**src/standoff_goal_from_target_unit_macros.svh**
```systemverilog
// assertion helpers for the standoff goal unit
`ifndef STANDOFF_GOAL_FROM_TARGET_UNIT_MACROS_SVH
`define STANDOFF_GOAL_FROM_TARGET_UNIT_MACROS_SVH

// same-cycle implication, checked out of reset
`define SOFG_ASSERT_NOW(lbl, ante, cons, msg) \
  lbl: assert property (@(posedge clk) disable iff (!rst_n) (ante) |-> (cons)) \
    else $error(msg);

// next-cycle implication, checked out of reset
`define SOFG_ASSERT_NEXT(lbl, ante, cons, msg) \
  lbl: assert property (@(posedge clk) disable iff (!rst_n) (ante) |=> (cons)) \
    else $error(msg);

`endif

```
**src/sofg_isqrt.sv**
```systemverilog
module sofg_isqrt #(
  parameter int VW    = 64,
  parameter int LANES = 1,
  parameter int TW    = 1
) (
  input  logic                              clk,
  input  logic                              rst_n,
  input  logic                              en,
  input  logic                              in_valid,
  input  logic [LANES-1:0][VW-1:0]          in_val,
  input  logic [TW-1:0]                     in_tag,
  output logic                              out_valid,
  output logic [LANES-1:0][VW/2-1:0]        out_root,
  output logic [TW-1:0]                     out_tag
);

  localparam int RW    = VW / 2;
  localparam int STEPS = RW;
  localparam int EW    = RW + 2;

  // one result bit per stage, digit-by-digit
  logic [STEPS-1:0]              vld_r;
  logic [LANES-1:0][VW-1:0]      rad_r  [STEPS];
  logic [LANES-1:0][EW-1:0]      rem_r  [STEPS];
  logic [LANES-1:0][RW-1:0]      root_r [STEPS];
  logic [TW-1:0]                 tag_r  [STEPS];

  logic [LANES-1:0][VW-1:0]      rad_nxt  [STEPS];
  logic [LANES-1:0][EW-1:0]      rem_nxt  [STEPS];
  logic [LANES-1:0][RW-1:0]      root_nxt [STEPS];

  for (genvar s = 0; s < STEPS; s++) begin : g_stage
    logic                         pv;
    logic [TW-1:0]                ptag;
    logic [LANES-1:0][VW-1:0]     prad;
    logic [LANES-1:0][EW-1:0]     prem;
    logic [LANES-1:0][RW-1:0]     proot;

    if (s == 0) begin : g_first
      assign pv    = in_valid;
      assign ptag  = in_tag;
      assign prad  = in_val;
      assign prem  = '0;
      assign proot = '0;
    end else begin : g_next
      assign pv    = vld_r[s-1];
      assign ptag  = tag_r[s-1];
      assign prad  = rad_r[s-1];
      assign prem  = rem_r[s-1];
      assign proot = root_r[s-1];
    end

    // bring down two radicand bits and try the next root bit
    always_comb begin
      logic [EW+1:0] t;
      logic [EW+1:0] trial;
      for (int l = 0; l < LANES; l++) begin
        t     = {prem[l], prad[l][VW-1:VW-2]};
        trial = {{(EW-RW){1'b0}}, proot[l], 2'b01};
        rad_nxt[s][l] = {prad[l][VW-3:0], 2'b00};
        if (t >= trial) begin
          rem_nxt[s][l]  = EW'(t - trial);
          root_nxt[s][l] = {proot[l][RW-2:0], 1'b1};
        end else begin
          rem_nxt[s][l]  = EW'(t);
          root_nxt[s][l] = {proot[l][RW-2:0], 1'b0};
        end
      end
    end

    always_ff @(posedge clk) begin
      if (!rst_n) begin
        vld_r[s] <= 1'b0;
      end else if (en) begin
        vld_r[s] <= pv;
      end
    end

    always_ff @(posedge clk) begin
      if (en) begin
        tag_r[s]  <= ptag;
        rad_r[s]  <= rad_nxt[s];
        rem_r[s]  <= rem_nxt[s];
        root_r[s] <= root_nxt[s];
      end
    end
  end

  assign out_valid = vld_r[STEPS-1];
  assign out_root  = root_r[STEPS-1];
  assign out_tag   = tag_r[STEPS-1];

endmodule

```
**config.mk**
```make
export PLATFORM = sky130hd
export DESIGN_NAME = sofg_isqrt
export DESIGN_NICKNAME = d
export VERILOG_FILES = /design/src/standoff_goal_from_target_unit_macros.svh /design/src/sofg_isqrt.sv
export SDC_FILE = /design/constraint.sdc
export NUM_CORES = 2
export LEC_CHECK = 0
export BUFFER_PORTS_ARGS = -buffer_cell sky130_fd_sc_hd__clkbuf_2
export CAP_MARGIN = 20
export CORE_MARGIN = 2
export CORE_UTILIZATION = 50
export CTS_CLUSTER_DIAMETER = 100
export DETAILED_ROUTE_END_ITERATION = 8
export GPL_ROUTABILITY_DRIVEN = 0
export GPL_TIMING_DRIVEN = 0
export PLACE_DENSITY = 0.65
export REMOVE_ABC_BUFFERS = 1
export SLEW_MARGIN = 10
export SYNTH_ARGS = -nofsm -noshare
export SYNTH_HDL_FRONTEND = slang
export SYNTH_MEMORY_MAX_BITS = 65536
export SYNTH_SLANG_ARGS = --single-unit
```
**constraint.sdc**
```tcl
create_clock -name clk -period 3.95 [get_ports clk]
set_clock_uncertainty 0.05 [all_clocks]
set_input_delay 1.185 -clock clk [delete_from_list [all_inputs] [get_ports clk]]
set_output_delay 1.185 -clock clk [all_outputs]
set_load 0.02 [all_outputs]
```
==> run metrics <==
fin. max-slew vios 0; Worst Tran Pin Value 885 ps; hold wc startpoint rad_r[0][237]; core area about 240000 µm²; period utilization ~100%; synthesis-to-finish area growth 12.7%; Placement Setup Slack -1010 ps; initial antenna violation count 1; DR vias just over 70000; CP delay by family, top simple AND/OR/NAND/NOR gates; layout cells sized above 1 8.60%; VDD IR max about 500 µV; Sink Count approximately 2600; Max Cap Viol 0; Avg Cell Area, Syn ~13 µm²; Die ar. 242000 µm²; vias in the first global route 70000; total CTS buffers about 290; clock-pin slew on the worst setup and hold paths around 60 ps; setup tns final 0 ps; hold depth 0; EDFF count, synth approximately 2600; Clock Tree Buf Depth 4; GR Overflow Total 0; nets between 10000 and 15000; Post-synth ARST share 0%; Worst Slack Setup Final roughly 16 ps; Leak ~52 nW; CP max stage delay roughly 610 ps; max_slew headroom slightly above 40%; fin crit period 3930 ps; Tot GR Track Use ~18%; routed vias/inst 5.52; post-synthesis sequential area ratio around two thirds; critical path cell sequence or4_1, or2_1, or3_1, or4b_1, a211oi_4, o211a_4, inv_4, nand2_2, nor3_1, xor2_1; Clock Tree Root clkbuf_16; DIE HEIGHT 492 µm; largest net degree at the start of global routing between 100 and 150; Detail Route Antenna Nets 0; Die W 492 µm; Fillers 18900; status completed; kind of critical path reg -> reg; number of cell rows approximately 180; CTS tree yes; Most used DFF post-synth edfxtp_1; H-tree depth 5; Worst Hold End rad_r[0][301]; CP Capture Type register; register area about 77000 µm²; # hold bufs at CTS 0; first-pass GRT wire length ~360 mm; post-synthesis cell type count just over 100; First-pass DRT Iterations 6; reg2reg end rem_r[1][132]; Hold Crit Class reg -> reg; WP data required around 4600 ps; wire per inst between 15 and 20 µm; CP Max Fanout 8; cell area after synthesis about 120000 µm²; Port Buffers approximately 100; DRC viols 0; worst flop-to-flop path startpoint rem_r[1][92]; Initial Util 50.2%; final cell count without fillers between 10000 and 15000; IO Pins around 100; Fin. Hold Viols 0; final core utilization 56.6%; yosys warns 0; final WL about 230 mm; Setup Viol. Count Final 0; fmax between 0.2 and 0.3 GHz; number of cells produced by synthesis about 9200; Critical-path top delay cell or4_1; crit path DAT roughly 4600 ps; FF-to-FF setup slack about 16 ps; Pwr Density a little under 600 nW/µm²; reg2reg path depth 10; clk_lat worst skew between 900 and 1000 ps; initial DRC count between 5000 and 6000; synthesis-stage register bit count ~2600; Post-Place Cells roughly 12000; critical path launch point type register; Bufs and invs on worst path 1; area of the multi-input gates 39100 µm²; DP HPWL approximately 160 mm
final cells by class:
type | count | area share, %
inverters | 729 | 2.05
repair buffers | 196 | 1.47
flip-flops and latches | 2587 | 57.6
clock inverters | 140 | 1.04
diodes | 1 | 0.00186
multi-input cells | 5682 | 29.1
well taps | 3167 | 2.95
clock buffers | 371 | 5.81
routing by layer:
layer	wire (µm)	GRT usage, %	up-vias
li1	-	-	34500
met1	93100	22.3	34200
met2	114000	32.1	1711
met3	9340	2.61	611
met4	10500	8.33	0
met5	0	0	-
flip-flops by register name (all words and copies together), names as in the netlist:
name / count
root_r: 528
out_valid: 1
g_stage.pv: 31
tag_r: 32
rad_r: 992
rem_r: 1003
worst reg2reg max path: stages (launching register included):
cell	delay, ps
edfxtp_1	430
or4_1	610
or2_1	280
or3_1	350
or4b_1	590
a211oi_4	450
o211a_4	350
inv_4	130
nand2_2	150
nor3_1	80
xor2_1	270
worst max path at each step:
stage | from | to | cells after the start
finish | rem_r[1][92] | rem_r[1][132] | 10
global route | rem_r[1][92] | rem_r[1][132] | 10
CTS | rem_r[1][102] | rem_r[1][166] | 14
detailed placement | rem_r[1][144] | rem_r[1][203] | 11
global placement | en | g_stage[17].pv | 3
floorplan | rem_r[1][341] | rem_r[1][388] | 10
logic make-up after synthesis:
family / count (synthesis) / share of synthesized area (%)
AOI/OAI and AO/OA: 1789 / 9.29
DFF: 2587 / 64.9
buffers and inverters: 902 / 2.88
and+or+nand+nor: 2364 / 9.83
adders and majority gates: 562 / 5.90
xor gates and xnor gates: 838 / 6.15
muxes: 119 / 1.08
other: 1 / 0.00314
through the flow:
stage / total power, mW / cell area, µm² / hold slack [ps]
3_3_place_gp: 49.4 / 123000 / 350
6_report: 77.8 / 134000 / 319
5_1_grt: 81.7 / 134000 / 311
4_1_cts: 78.4 / 134000 / 295
2_1_floorplan: 47.5 / 119000 / 350
3_5_place_dp: 52.0 / 124000 / 355
cell usage after synthesis (20+ instances only):
| library cell | number | area, µm² |
|---|---|---|
| xnor2_1 | 411 | 3600 |
| clkbuf_1 | 131 | 492 |
| nor2_1 | 577 | 2170 |
| o31ai_1 | 60 | 450 |
| nand3_1 | 126 | 631 |
| mux2i_1 | 43 | 430 |
| or3_1 | 91 | 569 |
| edfxtp_1 | 2555 | 76700 |
| nor4_1 | 120 | 751 |
| o211ai_1 | 28 | 210 |
| nand2_1 | 608 | 2280 |
| a21oi_1 | 581 | 2910 |
| nor2b_1 | 120 | 751 |
| or4_1 | 45 | 338 |
| nand3b_1 | 20 | 150 |
| buf_1 | 21 | 78.8 |
| nand4_1 | 103 | 644 |
| a211oi_1 | 41 | 308 |
| mux2_2 | 76 | 856 |
| and2_1 | 20 | 125 |
| o21ai_0 | 430 | 2150 |
| a31oi_1 | 51 | 319 |
| or2_2 | 42 | 263 |
| a21o_1 | 270 | 2030 |
| dfxtp_1 | 32 | 641 |
| ha_1 | 562 | 7030 |
| inv_1 | 723 | 2710 |
| nand2b_1 | 99 | 619 |
| nor3_1 | 239 | 1200 |
| and3_1 | 58 | 363 |
| a21boi_0 | 22 | 165 |
| o21a_1 | 102 | 766 |
| o21bai_1 | 49 | 368 |
| xor2_1 | 427 | 3740 |
placed cells by master, fill, tap and decap left out, types with 97 or more instances in the layout:
master     instances
nand2b_1          97
clkbuf_16        300
inv_1            719
edfxtp_1        2555
a21o_1           270
nor3_1           233
nor4_1           114
xor2_1           427
o21a_1           101
nor2_1           571
clkbuf_2         101
nand4_1          104
ha_1             562
xnor2_1          411
nor2b_1          120
a21oi_1          571
nand3_1          126
nand2_1          608
o21ai_0          422
timing repair:
item / CTS / global route
setup endpoints to repair: 258 / 564
pin swaps: 7 / 13
buffers inserted: 9 / 36
resized for setup: 44 / 65
cloned: 7 / 3
endpoints found under the hold margin: 0 / 0
report_power, final:
group / switching (mW) / internal (mW) / total [mW]
combinational: 8.82 / 6.48 / 15.3
sequential: 2.11 / 34.5 / 36.6
clock: 10.4 / 15.5 / 25.9
total: 21.3 / 56.5 / 77.8
No activity file was read; power rests on OpenSTA's default activity.
